==> src/rtl/at_command_response_engine_top_assert.svh <==
// Assertion macros for the AT command response engine top level.
// Expects signals named clock and reset in the including scope.
`ifndef AT_COMMAND_RESPONSE_ENGINE_TOP_ASSERT_SVH
`define AT_COMMAND_RESPONSE_ENGINE_TOP_ASSERT_SVH

// Same-cycle implication, disabled while reset is high
`define AT_ASSERT_IMPLY(lbl, pre, post) \
   lbl: assert property (@(posedge clock) disable iff (reset) (pre) |-> (post)) \
      else $error("at_command_response_engine: same-cycle check failed");

// Next-cycle implication, disabled while reset is high
`define AT_ASSERT_NEXT(lbl, pre, post) \
   lbl: assert property (@(posedge clock) disable iff (reset) (pre) |=> (post)) \
      else $error("at_command_response_engine: next-cycle check failed");

`endif

==> src/rtl/atcre_pkg.sv <==
// Shared types, codes and constants of the AT command response engine.
// No dependencies; used by every module of the block.
`timescale 1ns / 1ps

package atcre_pkg;

   // Default sizing
   localparam int DEF_BUF_DEPTH     = 256;
   localparam int DEF_PATTERN_BYTES = 8;

   // Fixed field widths
   localparam int TYPE_W       = 3;
   localparam int BYTE_W       = 8;
   localparam int LEN_W        = 4;
   localparam int STATUS_W     = 3;
   localparam int RSP_LEN_W    = 9;
   localparam int PAT_W        = 64;
   localparam int CFG_BYTES    = 8;
   localparam int CFG_BYTE_IDX_W = 3;
   localparam int TIMEOUT_W    = 24;
   localparam int RETRY_W      = 8;
   localparam int POLL_W       = 16;
   localparam int CSR_INDEX_W  = 3;
   localparam int REQ_DATA_W   = 24;
   localparam int RSP_DATA_W   = 24;
   localparam int QUEUE_CNT_W  = 2;
   localparam logic [QUEUE_CNT_W-1:0] QUEUE_DEPTH = 2'd2;

   // Request kinds
   localparam logic [TYPE_W-1:0] REQ_BYTE  = 3'd0;
   localparam logic [TYPE_W-1:0] REQ_TICK  = 3'd1;
   localparam logic [TYPE_W-1:0] REQ_START = 3'd2;
   localparam logic [TYPE_W-1:0] REQ_FLUSH = 3'd3;
   localparam logic [TYPE_W-1:0] REQ_READ  = 3'd4;

   // Response status codes
   localparam logic [STATUS_W-1:0] ST_OK       = 3'd0;
   localparam logic [STATUS_W-1:0] ST_TIMEOUT  = 3'd1;
   localparam logic [STATUS_W-1:0] ST_RESEND   = 3'd2;
   localparam logic [STATUS_W-1:0] ST_DROP     = 3'd3;
   localparam logic [STATUS_W-1:0] ST_OVERFLOW = 3'd4;
   localparam logic [STATUS_W-1:0] ST_READ     = 3'd5;

   // Register indexes
   localparam logic [CSR_INDEX_W-1:0] CSR_EXPECT_PATTERN = 3'd0;
   localparam logic [CSR_INDEX_W-1:0] CSR_EXPECT_LENGTH  = 3'd1;
   localparam logic [CSR_INDEX_W-1:0] CSR_END_PATTERN    = 3'd2;
   localparam logic [CSR_INDEX_W-1:0] CSR_END_LENGTH     = 3'd3;
   localparam logic [CSR_INDEX_W-1:0] CSR_TIMEOUT_MS     = 3'd4;
   localparam logic [CSR_INDEX_W-1:0] CSR_RETRY_LIMIT    = 3'd5;
   localparam logic [CSR_INDEX_W-1:0] CSR_POLL_INTERVAL  = 3'd6;

   // Line terminator bytes
   localparam logic [BYTE_W-1:0] CHAR_CR = 8'h0D;
   localparam logic [BYTE_W-1:0] CHAR_LF = 8'h0A;

   // Control from the sequencer to each window tap
   typedef struct packed {
      logic shift;
      logic clear;
   } cell_ctrl_type;

   // Compare results from each window tap
   typedef struct packed {
      logic exp_hit;
      logic end_hit;
   } cell_hit_type;

   // One response word
   typedef struct packed {
      logic [STATUS_W-1:0]  status;
      logic [RSP_LEN_W-1:0] resp_length;
      logic [BYTE_W-1:0]    read_byte;
   } rsp_item_type;

endpackage

==> src/rtl/atcre_window_cell.sv <==
// One byte tap of the sliding reply window, with its two byte compares.
// Depends on atcre_pkg for the control and hit structs.
`timescale 1ns / 1ps

module atcre_window_cell (
   input  logic                        clock,
   input  atcre_pkg::cell_ctrl_type    ctrl,
   input  logic [atcre_pkg::BYTE_W-1:0] byte_in,
   input  logic [atcre_pkg::BYTE_W-1:0] exp_byte,
   input  logic [atcre_pkg::BYTE_W-1:0] end_byte,
   output logic [atcre_pkg::BYTE_W-1:0] byte_out,
   output atcre_pkg::cell_hit_type     hit
);

   logic [atcre_pkg::BYTE_W-1:0] data_ff;
   logic [atcre_pkg::BYTE_W-1:0] data_in;

   // Clear wins over shift; otherwise take the neighbor's byte
   always_comb begin
      data_in = data_ff;
      if (ctrl.clear) begin
         data_in = '0;
      end else if (ctrl.shift) begin
         data_in = byte_in;
      end
   end

   always_ff @(posedge clock) begin
      data_ff <= data_in;
   end

   // Expected byte is checked on the arriving byte, end byte on the held one
   assign hit.exp_hit = (byte_in == exp_byte);
   assign hit.end_hit = (data_ff == end_byte);
   assign byte_out    = data_ff;

endmodule

==> src/rtl/atcre_rsp_queue.sv <==
// Two-word response queue between the result stage and the rsp channel.
// Depends on atcre_pkg for the response word struct.
`timescale 1ns / 1ps

module atcre_rsp_queue (
   input  logic                              clock,
   input  logic                              reset,
   input  logic                              push_valid,
   input  atcre_pkg::rsp_item_type           push_item,
   input  logic                              pop_ready,
   output logic                              out_valid,
   output atcre_pkg::rsp_item_type           out_item,
   output logic [atcre_pkg::QUEUE_CNT_W-1:0] count
);

   atcre_pkg::rsp_item_type             head_ff, head_in;
   atcre_pkg::rsp_item_type             tail_ff, tail_in;
   logic [atcre_pkg::QUEUE_CNT_W-1:0]   count_ff, count_in;
   logic                                pop;

   assign pop = (count_ff != '0) && pop_ready;

   // Advance the head on pop, land the pushed word in the first free slot
   always_comb begin
      head_in  = head_ff;
      tail_in  = tail_ff;
      count_in = count_ff;
      if (pop && push_valid) begin
         if (count_ff == 2'd1) begin
            head_in = push_item;
         end else begin
            head_in = tail_ff;
            tail_in = push_item;
         end
      end else if (pop) begin
         head_in  = tail_ff;
         count_in = count_ff - 2'd1;
      end else if (push_valid) begin
         if (count_ff == '0) begin
            head_in = push_item;
         end else begin
            tail_in = push_item;
         end
         count_in = count_ff + 2'd1;
      end
   end

   always_ff @(posedge clock) begin
      if (reset) begin
         count_ff <= '0;
      end else begin
         count_ff <= count_in;
      end
   end

   always_ff @(posedge clock) begin
      head_ff <= head_in;
      tail_ff <= tail_in;
   end

   assign out_valid = (count_ff != '0);
   assign out_item  = head_ff;
   assign count     = count_ff;

endmodule

==> src/rtl/at_command_response_engine_top.sv <==
// AT command response engine: reply buffer, window taps, poll/retry sequencer.
// Depends on atcre_pkg, atcre_window_cell, atcre_rsp_queue and the assert header.
// A result word passes the result stage register and the response queue on its way to rsp.
// Throughput: one request word per cycle while req_tready is high; a two-word response queue absorbs stalls.
// Reset: synchronous; clears control state, timers and registers. The window taps
// and the reply buffer are not reset; they are compared or read only once written.
`timescale 1ns / 1ps

module at_command_response_engine_top #(
   parameter int BUF_DEPTH     = atcre_pkg::DEF_BUF_DEPTH,
   parameter int PATTERN_BYTES = atcre_pkg::DEF_PATTERN_BYTES
) (
   input  logic                                 clock,
   input  logic                                 reset,
   // Request channel
   input  logic                                 req_tvalid,
   output logic                                 req_tready,
   // req_tdata: rx_byte [7:0], line_idle [8], read_index [16:9], zero fill
   input  logic [atcre_pkg::REQ_DATA_W-1:0]     req_tdata,
   // req_tuser: req_type [2:0]
   input  logic [atcre_pkg::TYPE_W-1:0]         req_tuser,
   // Response channel
   output logic                                 rsp_tvalid,
   input  logic                                 rsp_tready,
   // rsp_tdata: resp_length [8:0], read_byte [16:9], zero fill
   output logic [atcre_pkg::RSP_DATA_W-1:0]     rsp_tdata,
   // rsp_tuser: status [2:0]
   output logic [atcre_pkg::STATUS_W-1:0]       rsp_tuser,
   // Register write port
   input  logic                                 csr_we,
   input  logic [atcre_pkg::CSR_INDEX_W-1:0]    csr_index,
   input  logic [atcre_pkg::PAT_W-1:0]          csr_wdata
);

   localparam int AW    = $clog2(BUF_DEPTH);
   localparam int WI_W  = AW + 1;
   localparam int LW    = atcre_pkg::LEN_W;
   localparam int BW    = atcre_pkg::BYTE_W;
   localparam int CMP_W = (WI_W > BW) ? WI_W : BW;
   localparam logic [WI_W-1:0] DEPTH_W = WI_W'(BUF_DEPTH);
   localparam logic [LW-1:0]   PAT_LEN = LW'(PATTERN_BYTES);

   // Registers
   logic [atcre_pkg::PAT_W-1:0]     expect_pat_ff;
   logic [LW-1:0]                   expect_len_ff;
   logic [atcre_pkg::PAT_W-1:0]     end_pat_ff;
   logic [LW-1:0]                   end_len_ff;
   logic [atcre_pkg::TIMEOUT_W-1:0] timeout_ff;
   logic [atcre_pkg::RETRY_W-1:0]   retry_limit_ff;
   logic [atcre_pkg::POLL_W-1:0]    poll_interval_ff;

   // Sequencer state
   logic [WI_W-1:0]                 wi_ff, wi_in;
   logic                            seen_ff, seen_in;
   logic                            crlf_ff, crlf_in;
   logic                            newdata_ff, newdata_in;
   logic [atcre_pkg::RETRY_W-1:0]   retries_ff, retries_in;
   logic                            armed_ff, armed_in;
   logic [atcre_pkg::TIMEOUT_W-1:0] att_ff, att_in;
   logic [atcre_pkg::POLL_W-1:0]    poll_ff, poll_in;

   // Result stage
   logic                              s1_valid_ff, s1_valid_in;
   logic [atcre_pkg::STATUS_W-1:0]    s1_status_ff, s1_status_in;
   logic [atcre_pkg::RSP_LEN_W-1:0]   s1_len_ff, s1_len_in;
   logic                              s1_rdhit_ff, s1_rdhit_in;

   // Reply buffer
   logic [BW-1:0]   mem [BUF_DEPTH];
   logic [BW-1:0]   rd_ff;
   logic            mem_we;
   logic            rd_en;
   logic [AW-1:0]   rd_addr;

   // Request fields
   logic [atcre_pkg::TYPE_W-1:0] req_type;
   logic [BW-1:0]                rx_byte;
   logic                         line_idle;
   logic [BW-1:0]                read_index;
   logic                         req_fire;

   // Window taps
   atcre_pkg::cell_ctrl_type     tap_ctrl;
   logic [BW-1:0]                tap_byte [PATTERN_BYTES];
   atcre_pkg::cell_hit_type      tap_hit  [PATTERN_BYTES];
   logic [BW-1:0]                exp_bytes [atcre_pkg::CFG_BYTES];
   logic [BW-1:0]                end_bytes [atcre_pkg::CFG_BYTES];
   logic [PATTERN_BYTES-1:0]     exp_ok;
   logic [PATTERN_BYTES-1:0]     end_ok;
   logic [LW-1:0]                el;
   logic [LW-1:0]                nl;

   // Derived values
   logic [WI_W-1:0]                 wi_inc;
   logic [atcre_pkg::POLL_W-1:0]    poll_inc;
   logic [atcre_pkg::TIMEOUT_W-1:0] att_inc;
   logic [atcre_pkg::RETRY_W-1:0]   retries_dec;
   logic                            exp_match;
   logic                            crlf_hit;
   logic                            reply_ok;
   logic                            buf_clear;

   // Response queue
   atcre_pkg::rsp_item_type             push_item;
   atcre_pkg::rsp_item_type             out_item;
   logic [atcre_pkg::QUEUE_CNT_W-1:0]   q_count;
   logic                                rsp_pop;

   // Unpack request word
   assign req_type   = req_tuser;
   assign rx_byte    = req_tdata[7:0];
   assign line_idle  = req_tdata[8];
   assign read_index = req_tdata[16:9];
   assign req_fire   = req_tvalid && req_tready;

   // Accept while the result stage is sure to find a queue slot next cycle
   assign rsp_pop    = rsp_tvalid && rsp_tready;
   assign req_tready = ({1'b0, q_count} + {2'b00, s1_valid_ff}) <=
                       (3'd1 + {2'b00, rsp_pop});

   // Register writes
   always_ff @(posedge clock) begin
      if (reset) begin
         expect_pat_ff    <= '0;
         expect_len_ff    <= '0;
         end_pat_ff       <= '0;
         end_len_ff       <= '0;
         timeout_ff       <= '0;
         retry_limit_ff   <= '0;
         poll_interval_ff <= '0;
      end else if (csr_we) begin
         case (csr_index)
            atcre_pkg::CSR_EXPECT_PATTERN: expect_pat_ff    <= csr_wdata;
            atcre_pkg::CSR_EXPECT_LENGTH:  expect_len_ff    <= csr_wdata[LW-1:0];
            atcre_pkg::CSR_END_PATTERN:    end_pat_ff       <= csr_wdata;
            atcre_pkg::CSR_END_LENGTH:     end_len_ff       <= csr_wdata[LW-1:0];
            atcre_pkg::CSR_TIMEOUT_MS:     timeout_ff       <= csr_wdata[atcre_pkg::TIMEOUT_W-1:0];
            atcre_pkg::CSR_RETRY_LIMIT:    retry_limit_ff   <= csr_wdata[atcre_pkg::RETRY_W-1:0];
            atcre_pkg::CSR_POLL_INTERVAL:  poll_interval_ff <= csr_wdata[atcre_pkg::POLL_W-1:0];
            default: ;
         endcase
      end
   end

   // Clamp pattern lengths to the window size
   assign el = (expect_len_ff > PAT_LEN) ? PAT_LEN : expect_len_ff;
   assign nl = (end_len_ff > PAT_LEN) ? PAT_LEN : end_len_ff;

   // Split patterns into bytes, first byte lowest
   genvar gk;
   generate
      for (gk = 0; gk < atcre_pkg::CFG_BYTES; gk++) begin : g_pat_bytes
         assign exp_bytes[gk] = expect_pat_ff[BW*gk +: BW];
         assign end_bytes[gk] = end_pat_ff[BW*gk +: BW];
      end
   endgenerate

   // Tap j holds the byte received j bytes ago; it compares against pattern
   // byte (length - 1 - j), and only the taps below the length take part
   genvar gi;
   generate
      for (gi = 0; gi < PATTERN_BYTES; gi++) begin : g_tap
         logic [BW-1:0]                        tap_in;
         logic [atcre_pkg::CFG_BYTE_IDX_W-1:0] exp_idx;
         logic [atcre_pkg::CFG_BYTE_IDX_W-1:0] end_idx;

         if (gi == 0) begin : g_head
            assign tap_in = rx_byte;
         end else begin : g_link
            assign tap_in = tap_byte[gi-1];
         end

         assign exp_idx = atcre_pkg::CFG_BYTE_IDX_W'(el - LW'(gi) - LW'(1));
         assign end_idx = atcre_pkg::CFG_BYTE_IDX_W'(nl - LW'(gi) - LW'(1));

         atcre_window_cell u_tap (
            .clock    (clock),
            .ctrl     (tap_ctrl),
            .byte_in  (tap_in),
            .exp_byte (exp_bytes[exp_idx]),
            .end_byte (end_bytes[end_idx]),
            .byte_out (tap_byte[gi]),
            .hit      (tap_hit[gi])
         );

         assign exp_ok[gi] = (LW'(gi) >= el) || tap_hit[gi].exp_hit;
         assign end_ok[gi] = (LW'(gi) >= nl) || tap_hit[gi].end_hit;
      end
   endgenerate

   // Window tests
   assign wi_inc    = wi_ff + WI_W'(1);
   assign exp_match = (el != '0) && (wi_inc >= WI_W'(el)) && (&exp_ok);
   assign crlf_hit  = (wi_inc >= WI_W'(2)) && (rx_byte == atcre_pkg::CHAR_LF) &&
                      (tap_byte[0] == atcre_pkg::CHAR_CR);
   assign reply_ok  = ((el == '0) || seen_ff) &&
                      ((nl == '0) || ((wi_ff > WI_W'(nl)) && (&end_ok)));

   // Saturating timers
   assign poll_inc    = (poll_ff != '1) ? (poll_ff + 1'b1) : poll_ff;
   assign att_inc     = (armed_ff && (att_ff != '1)) ? (att_ff + 1'b1) : att_ff;
   assign retries_dec = (retries_ff != '0) ? (retries_ff - 1'b1) : retries_ff;

   // Sequencer: one request word per cycle while req_tready is high
   always_comb begin
      wi_in        = wi_ff;
      seen_in      = seen_ff;
      crlf_in      = crlf_ff;
      newdata_in   = newdata_ff;
      retries_in   = retries_ff;
      armed_in     = armed_ff;
      att_in       = att_ff;
      poll_in      = poll_ff;
      s1_valid_in  = 1'b0;
      s1_status_in = atcre_pkg::ST_OK;
      s1_len_in    = '0;
      s1_rdhit_in  = 1'b0;
      buf_clear    = 1'b0;
      mem_we       = 1'b0;
      rd_en        = 1'b0;
      tap_ctrl     = '0;
      if (req_fire) begin
         case (req_type)
            atcre_pkg::REQ_BYTE: begin
               mem_we         = 1'b1;
               tap_ctrl.shift = 1'b1;
               newdata_in     = 1'b1;
               wi_in          = wi_inc;
               if (exp_match) begin
                  seen_in = 1'b1;
               end
               if (crlf_hit) begin
                  crlf_in = 1'b1;
               end
               if (wi_inc == DEPTH_W) begin
                  buf_clear    = 1'b1;
                  s1_valid_in  = 1'b1;
                  s1_status_in = atcre_pkg::ST_OVERFLOW;
               end
            end
            atcre_pkg::REQ_TICK: begin
               poll_in = poll_inc;
               att_in  = att_inc;
               if ((poll_inc >= poll_interval_ff) && line_idle) begin
                  poll_in = '0;
                  if ((retries_ff != '0) && newdata_ff) begin
                     newdata_in = 1'b0;
                  end
                  if ((retries_ff != '0) && newdata_ff && reply_ok) begin
                     retries_in   = '0;
                     armed_in     = 1'b0;
                     buf_clear    = 1'b1;
                     s1_valid_in  = 1'b1;
                     s1_status_in = atcre_pkg::ST_OK;
                     s1_len_in    = atcre_pkg::RSP_LEN_W'(wi_ff);
                  end else if (armed_ff && (att_inc >= timeout_ff)) begin
                     retries_in  = retries_dec;
                     s1_valid_in = 1'b1;
                     if (retries_dec == '0) begin
                        armed_in     = 1'b0;
                        buf_clear    = 1'b1;
                        s1_status_in = atcre_pkg::ST_TIMEOUT;
                     end else begin
                        att_in       = '0;
                        s1_status_in = atcre_pkg::ST_RESEND;
                     end
                  end else if ((retries_ff == '0) && (wi_ff > WI_W'(2)) && crlf_ff) begin
                     buf_clear    = 1'b1;
                     s1_valid_in  = 1'b1;
                     s1_status_in = atcre_pkg::ST_DROP;
                  end
               end
            end
            atcre_pkg::REQ_START: begin
               if (timeout_ff != '0) begin
                  retries_in = retry_limit_ff;
                  armed_in   = 1'b1;
                  att_in     = '0;
                  buf_clear  = 1'b1;
               end
            end
            atcre_pkg::REQ_FLUSH: begin
               buf_clear  = 1'b1;
               retries_in = '0;
               armed_in   = 1'b0;
            end
            atcre_pkg::REQ_READ: begin
               rd_en        = 1'b1;
               s1_rdhit_in  = (CMP_W'(read_index) < CMP_W'(wi_ff));
               s1_valid_in  = 1'b1;
               s1_status_in = atcre_pkg::ST_READ;
            end
            default: ;
         endcase
      end
      // Drop the buffered line; the new-data flag survives
      if (buf_clear) begin
         wi_in          = '0;
         seen_in        = 1'b0;
         crlf_in        = 1'b0;
         tap_ctrl.clear = 1'b1;
      end
   end

   always_ff @(posedge clock) begin
      if (reset) begin
         wi_ff       <= '0;
         seen_ff     <= 1'b0;
         crlf_ff     <= 1'b0;
         newdata_ff  <= 1'b0;
         retries_ff  <= '0;
         armed_ff    <= 1'b0;
         att_ff      <= '0;
         poll_ff     <= '0;
         s1_valid_ff <= 1'b0;
      end else begin
         wi_ff       <= wi_in;
         seen_ff     <= seen_in;
         crlf_ff     <= crlf_in;
         newdata_ff  <= newdata_in;
         retries_ff  <= retries_in;
         armed_ff    <= armed_in;
         att_ff      <= att_in;
         poll_ff     <= poll_in;
         s1_valid_ff <= s1_valid_in;
      end
   end

   always_ff @(posedge clock) begin
      s1_status_ff <= s1_status_in;
      s1_len_ff    <= s1_len_in;
      s1_rdhit_ff  <= s1_rdhit_in;
   end

   // Reply buffer: write at the fill point, registered read
   assign rd_addr = AW'(read_index);

   always_ff @(posedge clock) begin
      if (mem_we) begin
         mem[wi_ff[AW-1:0]] <= rx_byte;
      end
      if (rd_en) begin
         rd_ff <= mem[rd_addr];
      end
   end

   // Hand the result word to the queue
   always_comb begin
      push_item.status      = s1_status_ff;
      push_item.resp_length = s1_len_ff;
      push_item.read_byte   = s1_rdhit_ff ? rd_ff : '0;
   end

   atcre_rsp_queue u_rsp_queue (
      .clock      (clock),
      .reset      (reset),
      .push_valid (s1_valid_ff),
      .push_item  (push_item),
      .pop_ready  (rsp_tready),
      .out_valid  (rsp_tvalid),
      .out_item   (out_item),
      .count      (q_count)
   );

   assign rsp_tuser = out_item.status;
   assign rsp_tdata = {{(atcre_pkg::RSP_DATA_W - atcre_pkg::RSP_LEN_W - BW){1'b0}},
                       out_item.read_byte, out_item.resp_length};

   // Checks
`include "at_command_response_engine_top_assert.svh"

   `AT_ASSERT_IMPLY(a_queue_room, s1_valid_ff && !rsp_pop, q_count != atcre_pkg::QUEUE_DEPTH)
   `AT_ASSERT_IMPLY(a_fill_bound, 1'b1, wi_ff < DEPTH_W)
   `AT_ASSERT_IMPLY(a_retry_armed, retries_ff != '0, armed_ff)
   `AT_ASSERT_NEXT(a_read_result, req_fire && (req_type == atcre_pkg::REQ_READ), s1_valid_ff && (s1_status_ff == atcre_pkg::ST_READ))

endmodule
==> config.mk <==
export PLATFORM = sky130hd
export DESIGN_NAME = at_command_response_engine_top
export DESIGN_NICKNAME = d
export VERILOG_FILES = /design/src/rtl/atcre_pkg.sv /design/src/rtl/atcre_window_cell.sv /design/src/rtl/atcre_rsp_queue.sv /design/src/rtl/at_command_response_engine_top.sv
export VERILOG_INCLUDE_DIRS = /design/src /design/src/rtl
export SDC_FILE = /design/constraint.sdc
export NUM_CORES = 2
export LEC_CHECK = 0
export ABC_AREA = 1
export BUFFER_PORTS_ARGS = -buffer_cell sky130_fd_sc_hd__buf_2
export CORE_MARGIN = 5
export CORE_UTILIZATION = 50
export CTS_CLUSTER_SIZE = 12
export DETAILED_ROUTE_END_ITERATION = 10
export PLACE_DENSITY = 0.68
export SLEW_MARGIN = 20
export SYNTH_ARGS = -nofsm -noshare
export SYNTH_HDL_FRONTEND = slang
export SYNTH_SLANG_ARGS = --single-unit
==> constraint.sdc <==
create_clock -name clock -period 3.7 [get_ports clock]
set_input_delay 0.555 -clock clock [delete_from_list [all_inputs] [get_ports clock]]
set_output_delay 0.555 -clock clock [all_outputs]
set_load 0.05 [all_outputs]
======== Word level (Yosys, flattened, before mapping) ========
Memory sizes are Yosys's and may differ from the RTL's. A register that Yosys moved wholly into a read port is not among the register bits.
Cells that the tools add are included.
word-level totals
  memories ................................ 1
  input bits .............................. 99
  output and inout bits ................... 29
  bits in registers ....................... 365
  memory bits (writable) .................. 2048
  word-level logic and storage cells ...... 361
memories
  memory  depth  bits a word  read ports  clocked after Yosys merged registers in  wr ports  line                                  source
  mem     256    8            1           1                                        1         at_command_response_engine_top.sv:69  logic [BW-1:0] mem [BUF_DEPTH];
cells by class
  bitwise operators ....................... 18
  equality and inequality tests ........... 40
  add/subtract/negate cells ............... 36
  multiplexer cells ....................... 114
  reduce and logical (&&, ||, !) cells .... 76
  magnitude comparators ................... 42
operators with widths
  kind                                                              number
  binary-select mux 8 bit (select 3 bit)                            16
  two-way mux 8 bit                                                 38
  two-way mux 20 bit                                                10
  two-way mux 24 bit                                                6
  == test 8 bit                                                     16
  greater-or-equal comparator 4 bit, second input constant          16
  inverter 3 -> 4 bit                                               16
  one-hot mux 24 bit (2 select lines)                               1
  subtractor 3 x 1 -> 3 bit, second input constant                  16
  greater-or-equal comparator 3 x 4 -> 1 bit, first input constant  8
  two-way mux 16 bit                                                2
  two-way mux 1 bit                                                 25
  adder 24 x 1 -> 24 bit, second input constant                     1
  greater-or-equal comparator 24 bit                                1
  inequality test 24 bit, second input constant                     1
  one-hot mux 8 bit (3 select lines)                                1
  AND reduction 2 bit                                               12
  nonzero test 24 bit                                               1
  subtractor 3 bit, second input constant                           8
  logical OR 1 bit                                                  18
  adder 16 x 1 -> 16 bit, second input constant                     1
  == test 8 x 4 -> 1 bit, second input constant                     2
  greater-or-equal comparator 1 x 4 -> 1 bit, first input constant  4
  greater-or-equal comparator 16 bit                                1
  47 further kinds                                                  105

======== Depth between registers and ports, before layout ========
  depth in word-level cells ............... 20
  depth in mapped cells ................... 33
  depth with buffers taken out ............ 32

======== Hierarchy ========
From an unflattened synthesis, not the netlist that was laid out.
unflattened totals
  cell total of the unflattened synthesis .. 10520
  area total of the unflattened synthesis .. 106347.0 µm²
modules (own cells, without submodules)
  module                          instances  cells each  seq. area each (µm²)  area each (µm²)
  at_command_response_engine_top  1          9335        66924.2               99212.7
  atcre_window_cell               8          118         160.2                 613.1
  atcre_rsp_queue                 1          241         1241.2                2229.6

======== Worst setup path after synthesis ========
No wires, ideal clock.
  path type ............................... register to register
  start point ............................. register u_rsp_queue.count_ff, in the netlist u_rsp_queue.count[0]
  end point ............................... memory mem[104][0] (netlist name), enable pin
  stages on the path, launching flop included .. 16
  data required time ...................... 3.330 ns
  setup slack ............................. -1.746 ns
  clock period less this slack ............ 5.446 ns
  buffers on the path ..................... 1
  setup time .............................. 0.370 ns
  data arrival time ....................... 5.076 ns
  cells stage by stage .................... dfxtp_1 -> inv_1 -> ha_1 -> inv_1 -> nand2_1 -> inv_1 -> fa_1 -> or2_2 -> o21ai_0 -> nand2_1 -> nor2_1 -> clkinv_1 -> nor2_1 -> nand3_1 -> clkbuf_1 -> nor2_1
between the ends
  longest elaborated chain between the ends .. 8
  elaborated cells between the ends (all ways) .. 9
  classes of those cells .................. 2 x add/sub; 1 x order compare; 3 x mux; 3 x reduce/logical
ends and longest elaborated chain
  item                                     line                                   source
  start: declaration                       atcre_rsp_queue.sv:18                  logic [atcre_pkg::QUEUE_CNT_W-1:0] count_ff, count_in;
  start signal: assignment                 atcre_rsp_queue.sv:52                  count_ff <= count_in;
  nonzero test 2 bit                       atcre_rsp_queue.sv:61                  assign out_valid = (count_ff != '0);
  via rsp_tvalid                           at_command_response_engine_top.sv:23   output logic rsp_tvalid,
  logical AND 1 bit                        at_command_response_engine_top.sv:117  assign rsp_pop = rsp_tvalid && rsp_tready;
  adder 1 x 1 -> 2 bit                     at_command_response_engine_top.sv:119  (3'd1 + {2'b00, rsp_pop});
  <= comparator 3 x 2 -> 1 bit             at_command_response_engine_top.sv:118  assign req_tready = ({1'b0, q_count} + {2'b00, s1_valid_ff}) <=
  via req_tready                           at_command_response_engine_top.sv:17   output logic req_tready,
  logical AND 1 bit                        at_command_response_engine_top.sv:114  assign req_fire = req_tvalid && req_tready;
  two-way mux 1 bit                        at_command_response_engine_top.sv:222  if (req_fire) begin
  two-way mux 1 bit                        at_command_response_engine_top.sv:339  if (mem_we) begin
  two-way mux 1 bit (not written as such)  at_command_response_engine_top.sv:340  mem[wi_ff[AW-1:0]] <= rx_byte;
  end: declaration                         at_command_response_engine_top.sv:69
The timed path passes the listed nets, and every way through them passes these cells.

======== Worst setup path in the final report ========
  start point ............................. register att_ff[1] (netlist name)
  end point ............................... register g_tap[1].u_tap.data_ff, in the netlist g_tap[1].u_tap.byte_out[2]
between the ends
  longest elaborated chain between the ends .. 11
  elaborated cells between the ends (all ways) .. 12
  classes of those cells .................. 1 x add/sub; 1 x order compare; 1 x eq/ne; 7 x mux; 2 x reduce/logical
ends and longest elaborated chain
  item                                                                            line                                   source
  start: declaration                                                              at_command_response_engine_top.sv:59   logic [atcre_pkg::TIMEOUT_W-1:0] att_ff, att_in;
  start signal: assignment                                                        at_command_response_engine_top.sv:323  att_ff <= att_in;
  parallel branches: the longest is 2 deep, another holds adder 24 x 1 -> 24 bit  n/a
  two-way mux 24 bit *                                                            at_command_response_engine_top.sv:201  assign att_inc = (armed_ff && (att_ff != '1)) ? (att_ff + 1'b1) : att_ff;
  greater-or-equal comparator 24 bit *                                            at_command_response_engine_top.sv:256  end else if (armed_ff && (att_inc >= timeout_ff)) begin
  logical AND 1 bit *                                                             at_command_response_engine_top.sv:256
  two-way mux 1 bit *                                                             at_command_response_engine_top.sv:256
  two-way mux 1 bit *                                                             at_command_response_engine_top.sv:249  if ((retries_ff != '0) && newdata_ff && reply_ok) begin
  two-way mux 1 bit *                                                             at_command_response_engine_top.sv:244  if ((poll_inc >= poll_interval_ff) && line_idle) begin
  one-hot mux 1 bit (4 select lines) *                                            at_command_response_engine_top.sv:223  case (req_type)
  two-way mux 1 bit *                                                             at_command_response_engine_top.sv:222
  two-way mux 1 bit *                                                             at_command_response_engine_top.sv:297  if (buf_clear) begin
  end signal: assignment                                                          atcre_window_cell.sv:29                data_ff <= data_in;
  end: declaration                                                                atcre_window_cell.sv:15                logic [atcre_pkg::BYTE_W-1:0] data_ff;
Every way passes the cells marked *.
A chain may end at the register's enable or synchronous reset.

==> load_flow_metrics.sql <==
INSERT INTO impl_metrics (metric_group, metric, value, unit) VALUES
('status', 'violated_checks', 'setup timing', ''),
('floorplan', 'fp-row-count', '167', ''),
('critical_path', 'setup.worst_path.class', 'register to register', ''),
('synth', 'yosysWarningCount', '0', ''),
('floorplan', 'die-area', '217100', 'um2'),
('synth', 'synth_compound_gate_area_share', '14.09', '%'),
('timing', 'skew', '0.05913', 'ns'),
('timing', 'setup_viol', '159', ''),
('synth', 'largest_family_of_logic_cells_by_synthesized_area', 'compound AO/OA/AOI/OAI gates', ''),
('clock_network', 'cts.clk_slew.worst_paths', '0.06', 'ns'),
('final_layout', 'num-fill-cells', '16820', ''),
('clock_network', 'clock_tree.buffer_depth', '3', ''),
('worst_hold_path', 'hold_class', 'primary input to register', ''),
('synth', 'synth_adder_area_share', '0.9941', '%'),
('placement', 'place_hpwl', '212200', 'um'),
('synth', 'synth_seq_area_share', '66.80', '%'),
('synth', 'mean_cell_area_of_the_mapped_netlist', '10.52', 'um2'),
('timing', 'fmax', '0.2483', 'GHz'),
('timing', 'holdWs', '0.05844', 'ns'),
('synth', 'synth_seq_cells', '2421', ''),
('synth', 'synthMostInstantiatedCell', 'sky130_fd_sc_hd__edfxtp_1', ''),
('grt', 'via_count_of_the_first_global_routing_pass', '73560', ''),
('drt', 'route.detailed.drc', '0', ''),
('timing', 'timing.final.crit_share', '108.9', '%'),
('final_layout', 'area_growth_syn_to_layout', '15.96', '%'),
('critical_path', 'worst_setup_path_start_kind', 'register', ''),
('status', 'outcome', 'finished with violations', ''),
('synth', 'synth_async_sr_flop_share', '0', '%'),
('placement', 'port_buffers', '113', ''),
('timing', 'final.min_clock_period', '4.028', 'ns'),
('drt', 'num_vias', '79240', ''),
('synth', 'yosysTopAreaCell', 'sky130_fd_sc_hd__edfxtp_1', ''),
('grt', 'grt_first_pass_wirelength', '478900', 'um'),
('clock_network', 'cts_inserted_buffers', '240', ''),
('grt', 'antenna_found_initial', '11', ''),
('synth', 'synth-edff-count', '2096', ''),
('timing', 'drv_slew', '0', ''),
('final_layout', 'combined_flip_flop_and_latch_cell_area', '69450', 'um2'),
('synth', 'synth-simple-area-share', '13.17', '%'),
('timing', 'final.setup.worst_slack', '-0.3279', 'ns'),
('timing', 'finalSetupTns', '-24.58', 'ns'),
('floorplan', 'die_h', '466.0', 'um'),
('drt', 'initialDrtViolationCount', '9951', ''),
('critical_path', 'data_required_time_of_the_critical_path', '4.50', 'ns'),
('placement', 'post-place-ws', '-0.3630', 'ns'),
('synth', 'muxShareOfSynthArea', '0.1601', '%'),
('drt', 'vias_per_cell', '6.005', ''),
('drt', 'detailedRoute.firstPassIterationCount', '7', ''),
('synth', 'synth.lib_cells_used.distinct', '39', ''),
('clock_network', 'clk_latency', '0.90', 'ns'),
('drt', 'wirelength', '327300', 'um'),
('drt', 'drt-wirelength-per-cell', '24.81', 'um'),
('placement', 'gp_congestion', '1.012', ''),
('final_layout', 'layout.cell_area.non_filler', '120600', 'um2'),
('critical_path', 'cp_slowest_stage_delay', '0.35', 'ns'),
('critical_path', 'critical-path-top-cell-by-count', 'sky130_fd_sc_hd__nand2_2', ''),
('drt', 'ant_nets', '0', ''),
('critical_path', 'timing.critical_path.to_type', 'register', ''),
('floorplan', 'floorplan.initialDensity', '50.21', '%'),
('synth', 'ys_top_cells_by_area', 'sky130_fd_sc_hd__edfxtp_1 (61%), sky130_fd_sc_hd__o21ai_0 (8.7%), sky130_fd_sc_hd__nor2_1 (7.1%)', ''),
('placement', 'dpl-instance-area', '111600', 'um2'),
('run', 'maxCapViolations', '0', ''),
('timing', 'unrepaired_setup_endpoints_after_global_routing', 'true', ''),
('critical_path', 'cp_max_fo', '5', ''),
('clock_network', 'clock-sinks', '2421', ''),
('grt', 'grt_overflow_total', '0', ''),
('floorplan', 'floorplan.die.width', '466.0', 'um'),
('final_layout', 'multi_input_area', '31820', 'um2'),
('synth', 'synthesis.area', '104000', 'um2'),
('critical_path', 'worst_path_arrival', '4.83', 'ns'),
('floorplan', 'pin_count', '128', '');
layout by cell type, fill, tap and decap left out, types with 10 or more instances in the layout:
master	count
sky130_fd_sc_hd__xnor2_1	10
sky130_fd_sc_hd__edfxtp_1	2096
sky130_fd_sc_hd__ha_1	75
sky130_fd_sc_hd__nor3_1	38
sky130_fd_sc_hd__buf_2	101
sky130_fd_sc_hd__dlygate4sd3_1	34
sky130_fd_sc_hd__clkinv_2	15
sky130_fd_sc_hd__nand3_1	380
sky130_fd_sc_hd__dfxtp_1	323
sky130_fd_sc_hd__clkbuf_1	81
sky130_fd_sc_hd__o32ai_1	31
sky130_fd_sc_hd__buf_8	11
sky130_fd_sc_hd__nand2_2	31
sky130_fd_sc_hd__buf_12	89
sky130_fd_sc_hd__nand2_1	986
sky130_fd_sc_hd__clkinv_1	35
sky130_fd_sc_hd__nand4_1	22
sky130_fd_sc_hd__o22ai_1	648
sky130_fd_sc_hd__a21oi_1	225
sky130_fd_sc_hd__nor2_1	1722
sky130_fd_sc_hd__xor2_1	89
sky130_fd_sc_hd__clkbuf_16	242
sky130_fd_sc_hd__mux2_2	13
sky130_fd_sc_hd__inv_2	13
sky130_fd_sc_hd__o21ai_0	1795
sky130_fd_sc_hd__nor2_4	82
sky130_fd_sc_hd__nor2_2	158
sky130_fd_sc_hd__inv_1	375
sky130_fd_sc_hd__buf_4	523
power by group:
| group | internal [mW] | leakage (nW) | switching [mW] |
|---|---|---|---|
| sequential | 30.1 | 21.5 | 0.653 |
| combinational | 2.44 | 16.5 | 5.18 |
| clock | 12.5 | 3.43 | 10.3 |
| total | 45.0 | 41.4 | 16.2 |
per-layer routing:
layer	part of all wire (%)	GRT usage (%)	up-vias
li1	-	-	35850
met1	40	40.99	38340
met2	45	45.32	4388
met3	11	5.697	655
met4	4.4	11.37	0
met5	0	0	-
metrics by stage:
step	std cells	util, %
after floorplan	9890	-
after global placement	12730	53.91
after detailed placement	12730	53.92
after CTS	13190	57.98
after global routing	13190	58.22
final	13190	58.22
layout make-up:
cell class | instances | area share (%)
flip-flops and latches | 2421 | 57.61
multi-input cells | 6403 | 26.39
repair buffers | 777 | 5.884
clock buffers | 328 | 5.314
well taps | 2788 | 2.894
inverters | 402 | 1.288
clock inverters | 72 | 0.6134
diodes | 3 | 0.006227
critical path: cells and delay by family, from the launching register on:
kind                       cells  cell delay (ns)
DFF                            1             0.35
adders and majority gates      2             0.46
and+or+nand+nor               22             2.27
buffers and inverters          7             0.72
xor gates and xnor gates       1             0.12
state kept, by name (all words and copies together), names as in the netlist, 2 cells and up:
| signal | flops |
|---|---|
| mem | 2048 |
| end_pat_ff | 64 |
| expect_pat_ff | 64 |
| g_tap.u_tap.byte_out | 64 |
| att_ff | 24 |
| timeout_ff | 24 |
| u_rsp_queue.out_item | 20 |
| u_rsp_queue.tail_ff | 20 |
| poll_ff | 16 |
| poll_interval_ff | 16 |
| s1_len_ff | 9 |
| wi_ff | 9 |
| rd_ff | 8 |
| retries_ff | 8 |
| retry_limit_ff | 8 |
| end_len_ff | 4 |
| expect_len_ff | 4 |
| s1_status_ff | 3 |
| u_rsp_queue.count | 2 |
path summary, 6_finish.rpt:
| check | startpoint | depth (start not counted) | slack [ns] | endpoint |
|---|---|---|---|---|
| setup / recovery | att_ff[1] | 32 | -0.33 | g_tap[1].u_tap.byte_out[2] |
| hold / removal | csr_wdata[59] | 3 | 0.06 | expect_pat_ff[59] |
| setup reg to reg | att_ff[1] | 32 | -0.33 | g_tap[1].u_tap.byte_out[2] |
| hold reg to reg | s1_status_ff[0] | 0 | 0.44 | u_rsp_queue.tail_ff[17] |
cells by family after synthesis:
kind of cell               after synthesis
AOI/OAI and AO/OA                     2731
xor gates and xnor gates               100
adders and majority gates               82
buffers and inverters                 1066
DFF                                   2421
muxes                                   15
other                                    1
and+or+nand+nor                       3468
what timing repair did:
item | CTS | global route
hold buffers | 34 | 0
hold endpoints to repair | 48 | 0
pin swaps | 18 | 24
setup endpoints to repair | 934 | 1330
setup buffers | 19 | 3
resized for setup | 192 | 121
gates cloned | 9 | 2
Power figures use the tool's default switching activity.
